`src/sv/pit_pkg.sv`:
```
package pit_pkg;

  localparam int CHANNELS = 4;
  localparam int CH_W     = (CHANNELS > 1) ? $clog2(CHANNELS) : 1;
  localparam int IRQ_BITS = 4;

  localparam int ADDR_W = 14;
  localparam int DATA_W = 32;

  localparam logic [1:0] CMD_READ  = 2'd0;
  localparam logic [1:0] CMD_WRITE = 2'd1;
  localparam logic [1:0] CMD_TICK  = 2'd2;

  localparam logic [ADDR_W-1:0] ADDR_MCTRL     = 14'h000;
  localparam logic [ADDR_W-1:0] ADDR_CHAN_BASE = 14'h100;

  // register slot within a 16-byte channel window
  localparam logic [1:0] SLOT_LOAD  = 2'd0;
  localparam logic [1:0] SLOT_COUNT = 2'd1;
  localparam logic [1:0] SLOT_CTRL  = 2'd2;
  localparam logic [1:0] SLOT_FLAG  = 2'd3;

  // control word bits
  localparam int MCTRL_DIS_BIT = 1;
  localparam int CCTRL_EN_BIT  = 0;
  localparam int CCTRL_IE_BIT  = 1;

  typedef struct packed {
    logic            is_mctrl;
    logic            is_chan;
    logic [CH_W-1:0] ch;
    logic [1:0]      slot;
  } dec_t;

  typedef struct packed {
    logic load_we;
    logic ctrl_we;
    logic flag_we;
    logic tick;
  } chan_cmd_t;

endpackage

```
`src/sv/pit_decode.sv`:
```
module pit_decode
  import pit_pkg::*;
(
  input  logic [ADDR_W-1:0] addr,
  output dec_t              dec
);

  logic [ADDR_W-1:0] rel;
  logic              in_range;

  assign rel = addr - ADDR_CHAN_BASE;

  always_comb begin
    in_range     = (addr >= ADDR_CHAN_BASE) && (rel[1:0] == 2'b00) &&
                   ({4'd0, rel[ADDR_W-1:4]} < ADDR_W'(CHANNELS));
    dec.is_mctrl = (addr == ADDR_MCTRL);
    dec.is_chan  = in_range;
    dec.ch       = rel[CH_W+3:4];
    dec.slot     = rel[3:2];
  end

endmodule

```
`src/sv/pit_chan.sv`:
```
module pit_chan
  import pit_pkg::*;
(
  input  logic              clk,
  input  logic              rst,
  input  chan_cmd_t         ccmd,
  input  logic [DATA_W-1:0] wdata,
  input  logic [1:0]        slot,
  output logic [DATA_W-1:0] rd,
  output logic              irq_next
);

  logic [DATA_W-1:0] load_value, load_value_next;
  logic [DATA_W-1:0] live_count, live_count_next;
  logic [1:0]        chan_ctrl, chan_ctrl_next;
  logic              chan_flag, chan_flag_next;

  always_comb begin
    load_value_next = load_value;
    live_count_next = live_count;
    chan_ctrl_next  = chan_ctrl;
    chan_flag_next  = chan_flag;
    if (ccmd.load_we) begin
      load_value_next = wdata;
      live_count_next = wdata;
    end
    if (ccmd.ctrl_we) begin
      chan_ctrl_next = wdata[1:0];
    end
    if (ccmd.flag_we && wdata[0]) begin
      chan_flag_next = 1'b0;
    end
    if (ccmd.tick && chan_ctrl[CCTRL_EN_BIT]) begin
      if (live_count <= DATA_W'(1)) begin
        chan_flag_next  = 1'b1;
        live_count_next = load_value;
      end else begin
        live_count_next = live_count - DATA_W'(1);
      end
    end
  end

  always_ff @(posedge clk) begin
    if (rst) begin
      load_value <= '0;
      live_count <= '0;
      chan_ctrl  <= '0;
      chan_flag  <= 1'b0;
    end else begin
      load_value <= load_value_next;
      live_count <= live_count_next;
      chan_ctrl  <= chan_ctrl_next;
      chan_flag  <= chan_flag_next;
    end
  end

  always_comb begin
    unique case (slot)
      SLOT_LOAD:  rd = load_value;
      SLOT_COUNT: rd = live_count;
      SLOT_CTRL:  rd = {{(DATA_W-2){1'b0}}, chan_ctrl};
      SLOT_FLAG:  rd = {{(DATA_W-1){1'b0}}, chan_flag};
      default:    rd = '0;
    endcase
  end

  assign irq_next = chan_flag_next & chan_ctrl_next[CCTRL_IE_BIT];

endmodule

```
`src/sv/periodic_interrupt_timer_4ch.sv`:
```
// Four-channel periodic interrupt timer. Each item is a bus read, a bus
// write or one count tick, and each item gives exactly one result: rdata
// (read data, zero otherwise) and irq_lines (flag AND interrupt enable of
// channels 0..3 after the item). Items pass an input register and then a
// result register, with the register update done in between; one item is
// taken every cycle unless a stalled output holds the pipeline. Channel
// regs sit at 0x100+16*ch:
// +0 load (also loads the count), +4 count (read only), +8 ctrl
// (bit0 enable, bit1 irq enable), +0xC flag (write 1 to clear). Offset 0
// is the module control word; its bit 1 stops all channels, bit 0 is
// stored only.
module periodic_interrupt_timer_4ch
  import pit_pkg::*;
(
  input  logic                clk,
  input  logic                rst,
  input  logic                in_valid,
  output logic                in_ready,
  input  logic [1:0]          cmd,
  input  logic [ADDR_W-1:0]   addr,
  input  logic [DATA_W-1:0]   wdata,
  output logic                out_valid,
  input  logic                out_ready,
  output logic [DATA_W-1:0]   rdata,
  output logic [IRQ_BITS-1:0] irq_lines
);

  logic              s1_valid;
  logic [1:0]        s1_cmd;
  logic [ADDR_W-1:0] s1_addr;
  logic [DATA_W-1:0] s1_wdata;
  logic              advance;
  logic              fire;

  logic [1:0]        module_ctrl, module_ctrl_next;
  dec_t              dec;
  logic [DATA_W-1:0] chan_rd [CHANNELS];
  logic [CHANNELS-1:0] chan_irq;
  logic [DATA_W-1:0] rdata_next;
  logic [IRQ_BITS-1:0] irq_next;
  logic              is_read;
  logic              is_write;
  logic              tick_en;

  assign advance  = !out_valid || out_ready;
  assign in_ready = !s1_valid || advance;
  assign fire     = s1_valid && advance;

  always_ff @(posedge clk) begin
    if (rst) begin
      s1_valid <= 1'b0;
    end else if (in_ready) begin
      s1_valid <= in_valid;
    end
  end

  always_ff @(posedge clk) begin
    if (in_ready && in_valid) begin
      s1_cmd   <= cmd;
      s1_addr  <= addr;
      s1_wdata <= wdata;
    end
  end

  pit_decode u_decode (
    .addr (s1_addr),
    .dec  (dec)
  );

  assign is_read  = fire && (s1_cmd == CMD_READ);
  assign is_write = fire && (s1_cmd == CMD_WRITE);
  assign tick_en  = fire && (s1_cmd == CMD_TICK) && !module_ctrl[MCTRL_DIS_BIT];

  for (genvar i = 0; i < CHANNELS; i++) begin : g_chan
    chan_cmd_t ccmd;
    logic      sel;

    assign sel          = is_write && dec.is_chan && (dec.ch == CH_W'(i));
    assign ccmd.load_we = sel && (dec.slot == SLOT_LOAD);
    assign ccmd.ctrl_we = sel && (dec.slot == SLOT_CTRL);
    assign ccmd.flag_we = sel && (dec.slot == SLOT_FLAG);
    assign ccmd.tick    = tick_en;

    pit_chan u_chan (
      .clk      (clk),
      .rst      (rst),
      .ccmd     (ccmd),
      .wdata    (s1_wdata),
      .slot     (dec.slot),
      .rd       (chan_rd[i]),
      .irq_next (chan_irq[i])
    );
  end

  for (genvar j = 0; j < IRQ_BITS; j++) begin : g_irq
    if (j < CHANNELS) begin : g_on
      assign irq_next[j] = chan_irq[j];
    end else begin : g_off
      assign irq_next[j] = 1'b0;
    end
  end

  always_comb begin
    module_ctrl_next = module_ctrl;
    if (is_write && dec.is_mctrl) begin
      module_ctrl_next = s1_wdata[1:0];
    end
  end

  always_comb begin
    rdata_next = '0;
    if (s1_cmd == CMD_READ) begin
      if (dec.is_mctrl) begin
        rdata_next = {{(DATA_W-2){1'b0}}, module_ctrl};
      end else if (dec.is_chan) begin
        rdata_next = chan_rd[dec.ch];
      end
    end
  end

  always_ff @(posedge clk) begin
    if (rst) begin
      module_ctrl <= '0;
      out_valid   <= 1'b0;
    end else begin
      module_ctrl <= module_ctrl_next;
      if (advance) begin
        out_valid <= s1_valid;
      end
    end
  end

  always_ff @(posedge clk) begin
    if (fire) begin
      rdata     <= is_read ? rdata_next : '0;
      irq_lines <= irq_next;
    end
  end

endmodule

```
`config.mk`:
```
export PLATFORM = sky130hd
export DESIGN_NAME = periodic_interrupt_timer_4ch
export DESIGN_NICKNAME = d
export VERILOG_FILES = /design/src/sv/pit_pkg.sv /design/src/sv/pit_decode.sv /design/src/sv/pit_chan.sv /design/src/sv/periodic_interrupt_timer_4ch.sv
export SDC_FILE = /design/constraint.sdc
export NUM_CORES = 1
export LEC_CHECK = 0
export BUFFER_PORTS_ARGS = -buffer_cell sky130_fd_sc_hd__buf_4
export CELL_PAD_IN_SITES_DETAIL_PLACEMENT = 1
export CELL_PAD_IN_SITES_GLOBAL_PLACEMENT = 2
export CORE_MARGIN = 5
export CORE_UTILIZATION = 40
export DETAILED_ROUTE_END_ITERATION = 10
export PLACE_DENSITY = 0.86
export SYNTH_ARGS = -nofsm -noshare
export SYNTH_HDL_FRONTEND = slang
export SYNTH_HIERARCHICAL = 1
export SYNTH_SLANG_ARGS = --single-unit
```
`constraint.sdc`:
```
create_clock -name clk -period 7.92 [get_ports clk]
set_input_delay 0.792 -clock clk [delete_from_list [all_inputs] [get_ports clk]]
set_output_delay 0.792 -clock clk [all_outputs]
set_load 0.02 [all_outputs]
```
==> impl_metrics.env, run 1 <==
export IMPL_worst_pin_slew_ns=1.27
export IMPL_synthCells=2236
export IMPL_period_share=0.548
export IMPL_fp_dieArea_um2=56100
export IMPL_seqCellArea_um2=7970
export IMPL_chipHeight_um=237
export IMPL_hold_class="primary input to flip-flop"
export IMPL_power_switching_mw=0.971
export IMPL_path_class="flip-flop to flip-flop"
export IMPL_maxSlewViolCount=0
export IMPL_ys_seq_area_frac=0.387
export IMPL_cts_root_buf="clkbuf_16"
export IMPL_max_freq_ghz=0.230
export IMPL_wire_per_inst_um=24.3
export IMPL_p_leak_nw=8.11
export IMPL_synth_seq_cells=356
export IMPL_die_x_um=237
export IMPL_drc_errors=0
export IMPL_setup_viol=0
export IMPL_ctsHtreeMaxLevel=2
export IMPL_clock_skew_ns=0.0177
export IMPL_dp_slack_ns=3.56
export IMPL_portBuffers=89
export IMPL_grt_pass1_wl_um=108000
export IMPL_clkLatencyLatePin_ns=0.57
export IMPL_start_kind="flip-flop"
export IMPL_initial_utilization=0.402
export IMPL_cts_buffers=43
export IMPL_fp_row_count=83
export IMPL_cap_violations=0
export IMPL_ys_flop_type="dfxtp_1"
export IMPL_vias=17500
export IMPL_grt_ovfl_total=0
export IMPL_drt_initial_drc_count=1431
export IMPL_p_total_mw=4.07
export IMPL_grt_max_degree=99
export IMPL_outcome="finished clean"
export IMPL_required_ns=8.32
export IMPL_vias_per_cell=6.01
export IMPL_drive_above_1_share=0.119
export IMPL_clkPwrFrac=0.484
export IMPL_synthMuxAreaShare=0.191
export IMPL_peakVddDrop_mv=0.136
export IMPL_yosys_warnings=6
export IMPL_gp_congestion=0.914
export IMPL_crit_fanout=47
export IMPL_yosys_area_share_simple=0.212
export IMPL_hpwl_um=50300
export IMPL_grt_total_usage=0.244
export IMPL_netlist_area_um2=20600
export IMPL_antenna_found_initial=1
export IMPL_crit_arrival_ns=4.74
export IMPL_grt_setup_unrepaired="false"
export IMPL_placed_cells=2839
export IMPL_netSwitchingFraction=0.238
export IMPL_final_cell_mix="mux2i_1, nor2_1, dfxtp_1, a21oi_1, nand2b_1"
export IMPL_synth_cell_type_count=71
export IMPL_power_density_nw_per_um2=178
export IMPL_finalHoldViolations=0
export IMPL_layout_setup_ws_ns=3.58
export IMPL_min_period_ns=4.34
export IMPL_nets=2264
export IMPL_ant_nets=0
export IMPL_power_internal_mw=3.10
export IMPL_num_io_pins=90
export IMPL_synthXorXnorAreaFrac=0.0366
export IMPL_synth_edf_count=84
export IMPL_layout_cells_non_filler=2919
export IMPL_cts_resized_gates=0
export IMPL_synth_compound_area_share=0.123
export IMPL_relSlewSlack=0.145
export IMPL_cts_sinks=356
export IMPL_power_frac_comb=0.040
export IMPL_cts_tree="yes"
export IMPL_tns_ns=0
export IMPL_syn_area_per_cell_um2=9.20
export IMPL_coreArea_um2=51200
export IMPL_syn_to_final_growth_pct=11.3
export IMPL_fillers=5753
export IMPL_seqPwrFrac=0.476
export IMPL_multi_input_area_um2=11700
export IMPL_clkTransAtPathRegs_ns=0.06
export IMPL_hold_buffers=0
export IMPL_crit_path_end_kind="flip-flop"
export IMPL_first_global_vias=17700
export IMPL_syn_nets=2296
export IMPL_clockBufferDepth=3
export IMPL_wirelength_um=70800
export IMPL_synthAdderAreaFrac=0.00486
export IMPL_cts_setup_buffers=0
export IMPL_first_pass_iters=5
export IMPL_synth_async_reset_ratio=0
export IMPL_synth_top_family_by_area="simple AND/OR/NAND/NOR gates"
export IMPL_final_common_cell="mux2i_1"
cell usage after synthesis (all sizes together) (35+ instances only):
library cell  instances  area share
nand2b              120       0.036
nor2b                36       0.011
a221oi               44       0.024
clkbuf              139       0.025
nor4                 46       0.015
nor2                312       0.058
xor2                 42       0.018
a21oi               127       0.031
o21ai                70       0.017
xnor2                44       0.019
nand3                35      0.0090
or4                  36       0.014
mux2i               312        0.15
buf                  53       0.016
nand2               105       0.019
dfxtp               272        0.26
nor3                 65       0.016
edfxtp               84        0.12
metrics by stage:
step | hold WS, ns | util | area (µm²)
after global placement | 0.466 | 0.420 | 21500
after floorplan | 0.448 | - | 20600
after detailed placement | 0.476 | 0.420 | 21500
final | 0.392 | 0.447 | 22900
after CTS | 0.366 | 0.447 | 22900
after global routing | 0.373 | 0.447 | 22900
worst paths after layout:
| kind | start | endpoint | slack (ns) | depth (start not counted) |
|---|---|---|---|---|
| max | s1_addr[12]$_DFFE_PP_ | g_chan[1].u_chan/live_count[26]$_SDFFE_PP0P_ | 3.58 | 10 |
| min | wdata[13] | s1_wdata[13]$_DFFE_PP_ | 0.39 | 1 |
| max reg2reg | s1_addr[12]$_DFFE_PP_ | g_chan[1].u_chan/live_count[26]$_SDFFE_PP0P_ | 3.58 | 10 |
| min reg2reg | module_ctrl[0]$_SDFFE_PP0P_ | module_ctrl[0]$_SDFFE_PP0P_ | 0.49 | 2 |
worst max-delay path: stages (launching register included):
cell      delay [ns]
edfxtp_1        0.37
nor4_1          0.30
nand2_1         0.15
nor4b_2         0.40
nor4bb_1        0.32
nand3_1         0.38
nor2_4          0.84
buf_4           0.72
mux2_2          0.42
a21oi_1         0.15
a221oi_1        0.09
cell type report:
| type | instances | share of cell area |
|---|---|---|
| sequential | 356 | 0.348 |
| clock inverter | 17 | 0.00453 |
| multi-input combinational | 1670 | 0.513 |
| inverter | 18 | 0.00295 |
| timing repair buffer | 115 | 0.0385 |
| clock buffer | 62 | 0.0563 |
| tap | 680 | 0.0372 |
| antenna | 1 | 0.000109 |
metal layers:
layer,wire length [µm],vias up,track usage
met4,1550,0,0.0605
met1,32000,8911,0.343
met3,4450,95,0.0417
li1,-,8058,-
met5,0,-,0
met2,32900,483,0.392
cell families after synthesis:
logic type | count (synthesis)
AOI/OAI and AO/OA | 377
xor gates and xnor gates | 86
muxes | 350
buffers and inverters | 210
and+or+nand+nor | 849
DFF | 356
adders and majority gates | 8
power by group through the flow:
stage / registers (mW) / logic (mW) / clock network [mW]
final: 1.94 / 0.162 / 1.97
after global routing: 1.94 / 0.170 / 2.10
after CTS: 1.94 / 0.163 / 2.01
after detailed placement: 1.98 / 0.162 / 0
after global placement: 1.97 / 0.160 / 0
after floorplan: 1.95 / 0.0914 / 0
flip-flops by register name, summed over array words and instances, names as in the netlist:
signal	flops
g_chan.u_chan/load_value	128
irq_lines	4
module_ctrl	2
g_chan.u_chan/chan_ctrl	8
s1_wdata	32
s1_addr	14
out_valid	1
rdata	32
g_chan.u_chan/chan_flag	4
s1_valid	1
g_chan.u_chan/live_count	128
s1_cmd	2
Power figures use the tool's default switching activity.
==> run 2, diff against run 1 <==
- CORE_UTILIZATION: 40 -> 36
- PLACE_DENSITY: 0.86 -> 0.82
- clock period: 7.92 -> 3.9 ns (I/O delays scaled with it)
==> impl_metrics.env, run 2 (same netlist as run 1, synthesis figures left out) <==
export IMPL_outcome="finished clean"
export IMPL_power_internal_mw=6.55
export IMPL_final_common_cell="mux2i_1"
export IMPL_p_leak_nw=8.52
export IMPL_hold_start="wdata[8]"
export IMPL_cts_root_buf="clkbuf_16"
export IMPL_seqPwrFrac=0.458
export IMPL_clockBufferDepth=3
export IMPL_vias=18100
export IMPL_drt_initial_drc_count=1454
export IMPL_chipHeight_um=249
export IMPL_fillers=6420
export IMPL_worst_pin_slew_ns=0.984
export IMPL_worst_hold_slack_ns=0.0287
export IMPL_min_period_ns=3.66
export IMPL_crit_fanout=49
export IMPL_multi_input_area_um2=11700
export IMPL_initial_utilization=0.364
export IMPL_design_area_um2=23900
export IMPL_cts_setup_buffers=0
export IMPL_layout_cells_non_filler=3078
export IMPL_power_density_nw_per_um2=359
export IMPL_path_class="flip-flop to flip-flop"
export IMPL_peakVddDrop_mv=0.285
export IMPL_grt_max_degree=136
export IMPL_wirelength_um=74900
export IMPL_grt_total_usage=0.231
export IMPL_reg_top3="g_chan.u_chan/live_count (128), g_chan.u_chan/load_value (128)"
export IMPL_relSlewSlack=0.341
export IMPL_ctsHtreeMaxLevel=2
export IMPL_coreArea_um2=56500
export IMPL_hpwl_um=52100
export IMPL_setup_viol=0
export IMPL_drc_errors=0
export IMPL_tns_ns=0
export IMPL_fp_row_count=87
export IMPL_clkLatencyLatePin_ns=0.58
export IMPL_crit_path_start="s1_addr[12]$_DFFE_PP_"
export IMPL_crit_arrival_ns=4.11
export IMPL_syn_to_final_growth_pct=16.1
export IMPL_power_switching_mw=2.03
export IMPL_first_pass_iters=5
export IMPL_start_kind="flip-flop"
export IMPL_ant_nets=0
export IMPL_finalHoldViolations=0
export IMPL_cap_violations=0
export IMPL_gp_congestion=0.929
export IMPL_placed_cells=2952
export IMPL_netSwitchingFraction=0.236
export IMPL_clkTransAtPathRegs_ns=0.07
export IMPL_required_ns=4.34
export IMPL_r2r_start="s1_addr[12]$_DFFE_PP_"
export IMPL_grt_ovfl_total=0
export IMPL_fp_dieArea_um2=62100
export IMPL_grt_pass1_wl_um=114000
export IMPL_cts_sinks=356
export IMPL_cts_buffers=43
export IMPL_hold_depth=1
export IMPL_cts_tree="yes"
export IMPL_vias_per_cell=5.90
export IMPL_power_frac_comb=0.045
export IMPL_die_x_um=249
export IMPL_antenna_found_initial=1
export IMPL_reg2reg_depth=9
export IMPL_num_io_pins=90
export IMPL_max_freq_ghz=0.273
export IMPL_wire_per_inst_um=24.3
export IMPL_clock_skew_ns=0.0202
export IMPL_period_share=0.939
export IMPL_maxSlewViolCount=0
export IMPL_drive_above_1_share=0.129
export IMPL_crit_path_end_kind="flip-flop"
export IMPL_first_global_vias=18500
export IMPL_portBuffers=89
export IMPL_seqCellArea_um2=7970
export IMPL_grt_setup_unrepaired="false"
export IMPL_final_cell_mix="mux2i_1, nor2_1, dfxtp_1, buf_4, a21oi_1"
export IMPL_hold_class="primary input to flip-flop"
export IMPL_clkPwrFrac=0.497
export IMPL_nets=2347
export IMPL_dpl_cell_area_um2=22000
-- run 2: cell types whose count changed in the layout (fill, tap and decap cells not counted), moves of 5 or more --
cell and delta:
dlygate4sd3_1 +46, bufinv_16 +5, buf_12 +7, buf_4 +30
clkbuf_8 -7, clkbuf_1 +6
-- run 2: routing by layer --
metal	track usage	share of wire	wire, µm	vias up
li1	-	-	-	8250
met1	0.317	0.45	33500	9272
met2	0.388	0.48	35700	502
met3	0.0254	0.051	3790	122
met4	0.0655	0.026	1920	0
met5	0	0	0	-
-- run 2: power by group through the flow --
stage / sequential (mW) / clock, mW / combinational [mW]
final: 3.93 / 4.26 / 0.385
after global routing: 3.93 / 4.48 / 0.403
after CTS: 3.92 / 4.33 / 0.383
after detailed placement: 4.00 / 0 / 0.344
after global placement: 4.00 / 0 / 0.341
after floorplan: 3.97 / 0 / 0.186
-- run 2: path summary, 6_finish.rpt --
path                                                                     end  slack, ns
worst min-delay path                                   s1_wdata[8]$_DFFE_PP_       0.03
worst max register to register  g_chan[3].u_chan/live_count[23]$_SDFFE_PP0P_       0.24
worst max-delay path            g_chan[3].u_chan/live_count[23]$_SDFFE_PP0P_       0.24
worst min register to register  g_chan[0].u_chan/load_value[24]$_SDFFE_PP0P_       0.49
-- run 2: metrics by stage --
stage,total power [mW],setup WS [ns],utilization
3_3_place_gp,4.34,0.625,0.389
5_1_grt,8.81,0.0136,0.423
6_report,8.57,0.237,0.423
3_5_place_dp,4.35,0.456,0.389
4_1_cts,8.64,0.423,0.423
2_1_floorplan,4.15,0.765,-
-- run 2: final cells by class --
class                      count  area share
multi-input combinational   1670       0.491
sequential                   356       0.334
clock buffer                  61      0.0509
clock inverter                18      0.0103
antenna                        1    0.000105
tap                          756      0.0396
inverter                      18     0.00283
timing repair buffer         198      0.0715
-- run 2: repair_timing --
item | in CTS | in global routing
hold endpoints to repair | 46 | 0
resized for setup | 0 | 0
hold buffers | 46 | 0
-- run 2: worst max-delay path, cell delays in order, from the launching register on --
cell and delay (ns):
edfxtp_1 0.39, nor4_1 0.35, nand2_1 0.16, nor4b_2 0.48, nor4bb_1 0.34, nand3_1 0.42
nor2_4 0.53, buf_12 0.30, a211oi_1 0.11, a2111oi_0 0.42
==> run 3, diff against run 2 <==
- RECOVER_POWER: unset -> 25
==> impl_metrics.env, run 3 (same netlist as run 1, synthesis figures left out) <==
export IMPL_crit_family="simple AND/OR/NAND/NOR gates"
export IMPL_reg_top3="g_chan.u_chan/live_count (128), g_chan.u_chan/load_value (128)"
export IMPL_relSlewSlack=-0.840
export IMPL_clockBufferDepth=3
export IMPL_cts_resized_gates=0
export IMPL_wire_per_inst_um=24.3
export IMPL_initial_utilization=0.364
export IMPL_cts_root_buf="clkbuf_16"
export IMPL_hold_class="primary input to flip-flop"
export IMPL_grt_pass1_wl_um=114000
export IMPL_min_period_ns=3.63
export IMPL_fin_util=0.420
export IMPL_antenna_found_initial=1
export IMPL_clock_skew_ns=0.0218
export IMPL_reg2reg_slack_ns=0.27
export IMPL_critical_path_slowest_cell="nor2_4"
export IMPL_syn_to_final_growth_pct=15.2
export IMPL_required_ns=4.34
export IMPL_chipHeight_um=249
export IMPL_worst_hold_slack_ns=0.0455
export IMPL_die_x_um=249
export IMPL_clkLatencyLatePin_ns=0.58
export IMPL_power_frac_comb=0.042
export IMPL_dpl_cell_area_um2=22000
export IMPL_cts_sinks=356
export IMPL_max_freq_ghz=0.275
export IMPL_grt_max_degree=136
export IMPL_layout_setup_ws_ns=0.266
export IMPL_seqPwrFrac=0.460
export IMPL_crit_arrival_ns=4.08
export IMPL_crit_path_end_kind="flip-flop"
export IMPL_first_global_vias=18500
export IMPL_grt_total_usage=0.231
export IMPL_reg2reg_depth=9
export IMPL_final_cell_mix="mux2i_1, nor2_1, dfxtp_1, a21oi_1, nand2b_1"
export IMPL_hpwl_um=52100
export IMPL_gp_congestion=0.929
export IMPL_path_cells="nor4_1 > nand2_1 > nor4b_2 > nor4bb_1 > nand3_1 > nor2_4 > buf_12 > a211oi_1 > a2111oi_0"
export IMPL_crit_path_start="s1_addr[12]$_DFFE_PP_"
export IMPL_vias_per_cell=5.88
export IMPL_cpPeakStageDelay_ns=0.53
export IMPL_start_kind="flip-flop"
export IMPL_fp_row_count=87
export IMPL_fp_dieArea_um2=62100
export IMPL_num_io_pins=90
export IMPL_vias=18100
export IMPL_path_class="flip-flop to flip-flop"
export IMPL_drt_initial_drc_count=1444
export IMPL_r2r_start="s1_addr[12]$_DFFE_PP_"
export IMPL_nets=2347
export IMPL_drc_errors=0
export IMPL_worst_path_buf_inv=1
export IMPL_portBuffers=89
export IMPL_seqCellArea_um2=7970
export IMPL_placed_cells=2952
export IMPL_critPathCapture="g_chan[3].u_chan/live_count[23]$_SDFFE_PP0P_"
export IMPL_fillers=6442
export IMPL_p_total_mw=8.55
export IMPL_dp_slack_ns=0.456
export IMPL_cts_tree="yes"
export IMPL_n_antenna_cell=0
export IMPL_first_pass_iters=6
export IMPL_maxSlewViolCount=84
export IMPL_power_switching_mw=2.02
export IMPL_r2r_end="g_chan[3].u_chan/live_count[23]$_SDFFE_PP0P_"
export IMPL_final_common_cell="mux2i_1"
export IMPL_violations="capacitance limit, slew limit"
export IMPL_p_leak_nw=8.34
export IMPL_worst_pin_slew_ns=2.76
export IMPL_netSwitchingFraction=0.236
export IMPL_grt_setup_unrepaired="false"
export IMPL_power_internal_mw=6.53
export IMPL_design_area_um2=23700
export IMPL_drive_above_1_share=0.109
export IMPL_grt_ovfl_total=0
export IMPL_power_density_nw_per_um2=361
export IMPL_layout_cells_non_filler=3077
export IMPL_multi_input_area_um2=11700
export IMPL_wirelength_um=74700
export IMPL_cts_buffers=43
export IMPL_crit_fanout=49
export IMPL_period_share=0.932
export IMPL_clkTransAtPathRegs_ns=0.07
export IMPL_coreArea_um2=56500
export IMPL_setup_viol=0
export IMPL_finalHoldViolations=0
export IMPL_peakVddDrop_mv=0.285
export IMPL_outcome="complete, but fails checks"
export IMPL_ant_nets=0
export IMPL_clkPwrFrac=0.498
export IMPL_ctsHtreeMaxLevel=2
export IMPL_path_depth=9
export IMPL_tns_ns=0
export IMPL_cap_violations=2
==> run 3: cell count changes in the layout (fill, tap and decap cells not counted) <==
cell | previous run | this run
buf_4 | 143 | 56
clkbuf_1 | 13 | 61
clkbuf_4 | 0 | 39
diode_2 | 1 | 0
==> run 3: how the worst min path moves through the flow <==
stage | from | end | slack [ns] | cells after the start
final | in_valid | s1_valid$_SDFFE_PP0P_ | 0.05 | 3
after global routing | in_valid | s1_valid$_SDFFE_PP0P_ | 0.04 | 3
after CTS | wdata[8] | s1_wdata[8]$_DFFE_PP_ | 0.01 | 1
after detailed placement | g_chan[2].u_chan/load_value[28]$_SDFFE_PP0P_ | g_chan[2].u_chan/load_value[28]$_SDFFE_PP0P_ | 0.48 | 2
after global placement | module_ctrl[0]$_SDFFE_PP0P_ | module_ctrl[0]$_SDFFE_PP0P_ | 0.47 | 2
after floorplan | module_ctrl[0]$_SDFFE_PP0P_ | module_ctrl[0]$_SDFFE_PP0P_ | 0.45 | 2
==> run 3: area by class of cell <==
| class | count | share of cell area |
|---|---|---|
| clock inverter | 18 | 0.0103 |
| timing repair buffer | 198 | 0.0644 |
| tap | 756 | 0.0399 |
| clock buffer | 61 | 0.0513 |
| inverter | 18 | 0.00285 |
| sequential | 356 | 0.336 |
| multi-input combinational | 1670 | 0.495 |
==> run 3: worst register-to-register path, stage by stage, from the launching register on <==
cell and delay [ns]:
edfxtp_1 0.39, nor4_1 0.34, nand2_1 0.15, nor4b_2 0.47
nor4bb_1 0.35, nand3_1 0.41, nor2_4 0.53, buf_12 0.30
a211oi_1 0.13, a2111oi_0 0.42
==> run 3: what timing repair did <==
action | 4_1_cts | 5_1_grt
setup buffers | 0 | 0
hold endpoints to repair | 46 | 0
endpoints found under the setup margin | 0 | 0
hold buffers | 46 | 0
==> run 3: routing by layer <==
metal  vias to the layer above  global-route usage  wire length [µm]  share of wire
li1                       8231                   -                 -              -
met1                      9213               0.317             33400           0.45
met2                       513               0.388             35500           0.48
met3                       121              0.0254              3950          0.053
met4                         0              0.0655              1820          0.024
met5                         -                   0                 0              0
==> run 3: power by group through the flow <==
stage                     clock network (mW)  logic, mW  registers [mW]
after detailed placement                   0      0.344            4.00
after floorplan                            0      0.186            3.97
after CTS                               4.33      0.383            3.92
final                                   4.26      0.362            3.93
after global routing                    4.48      0.380            3.93
after global placement                     0      0.341            4.00
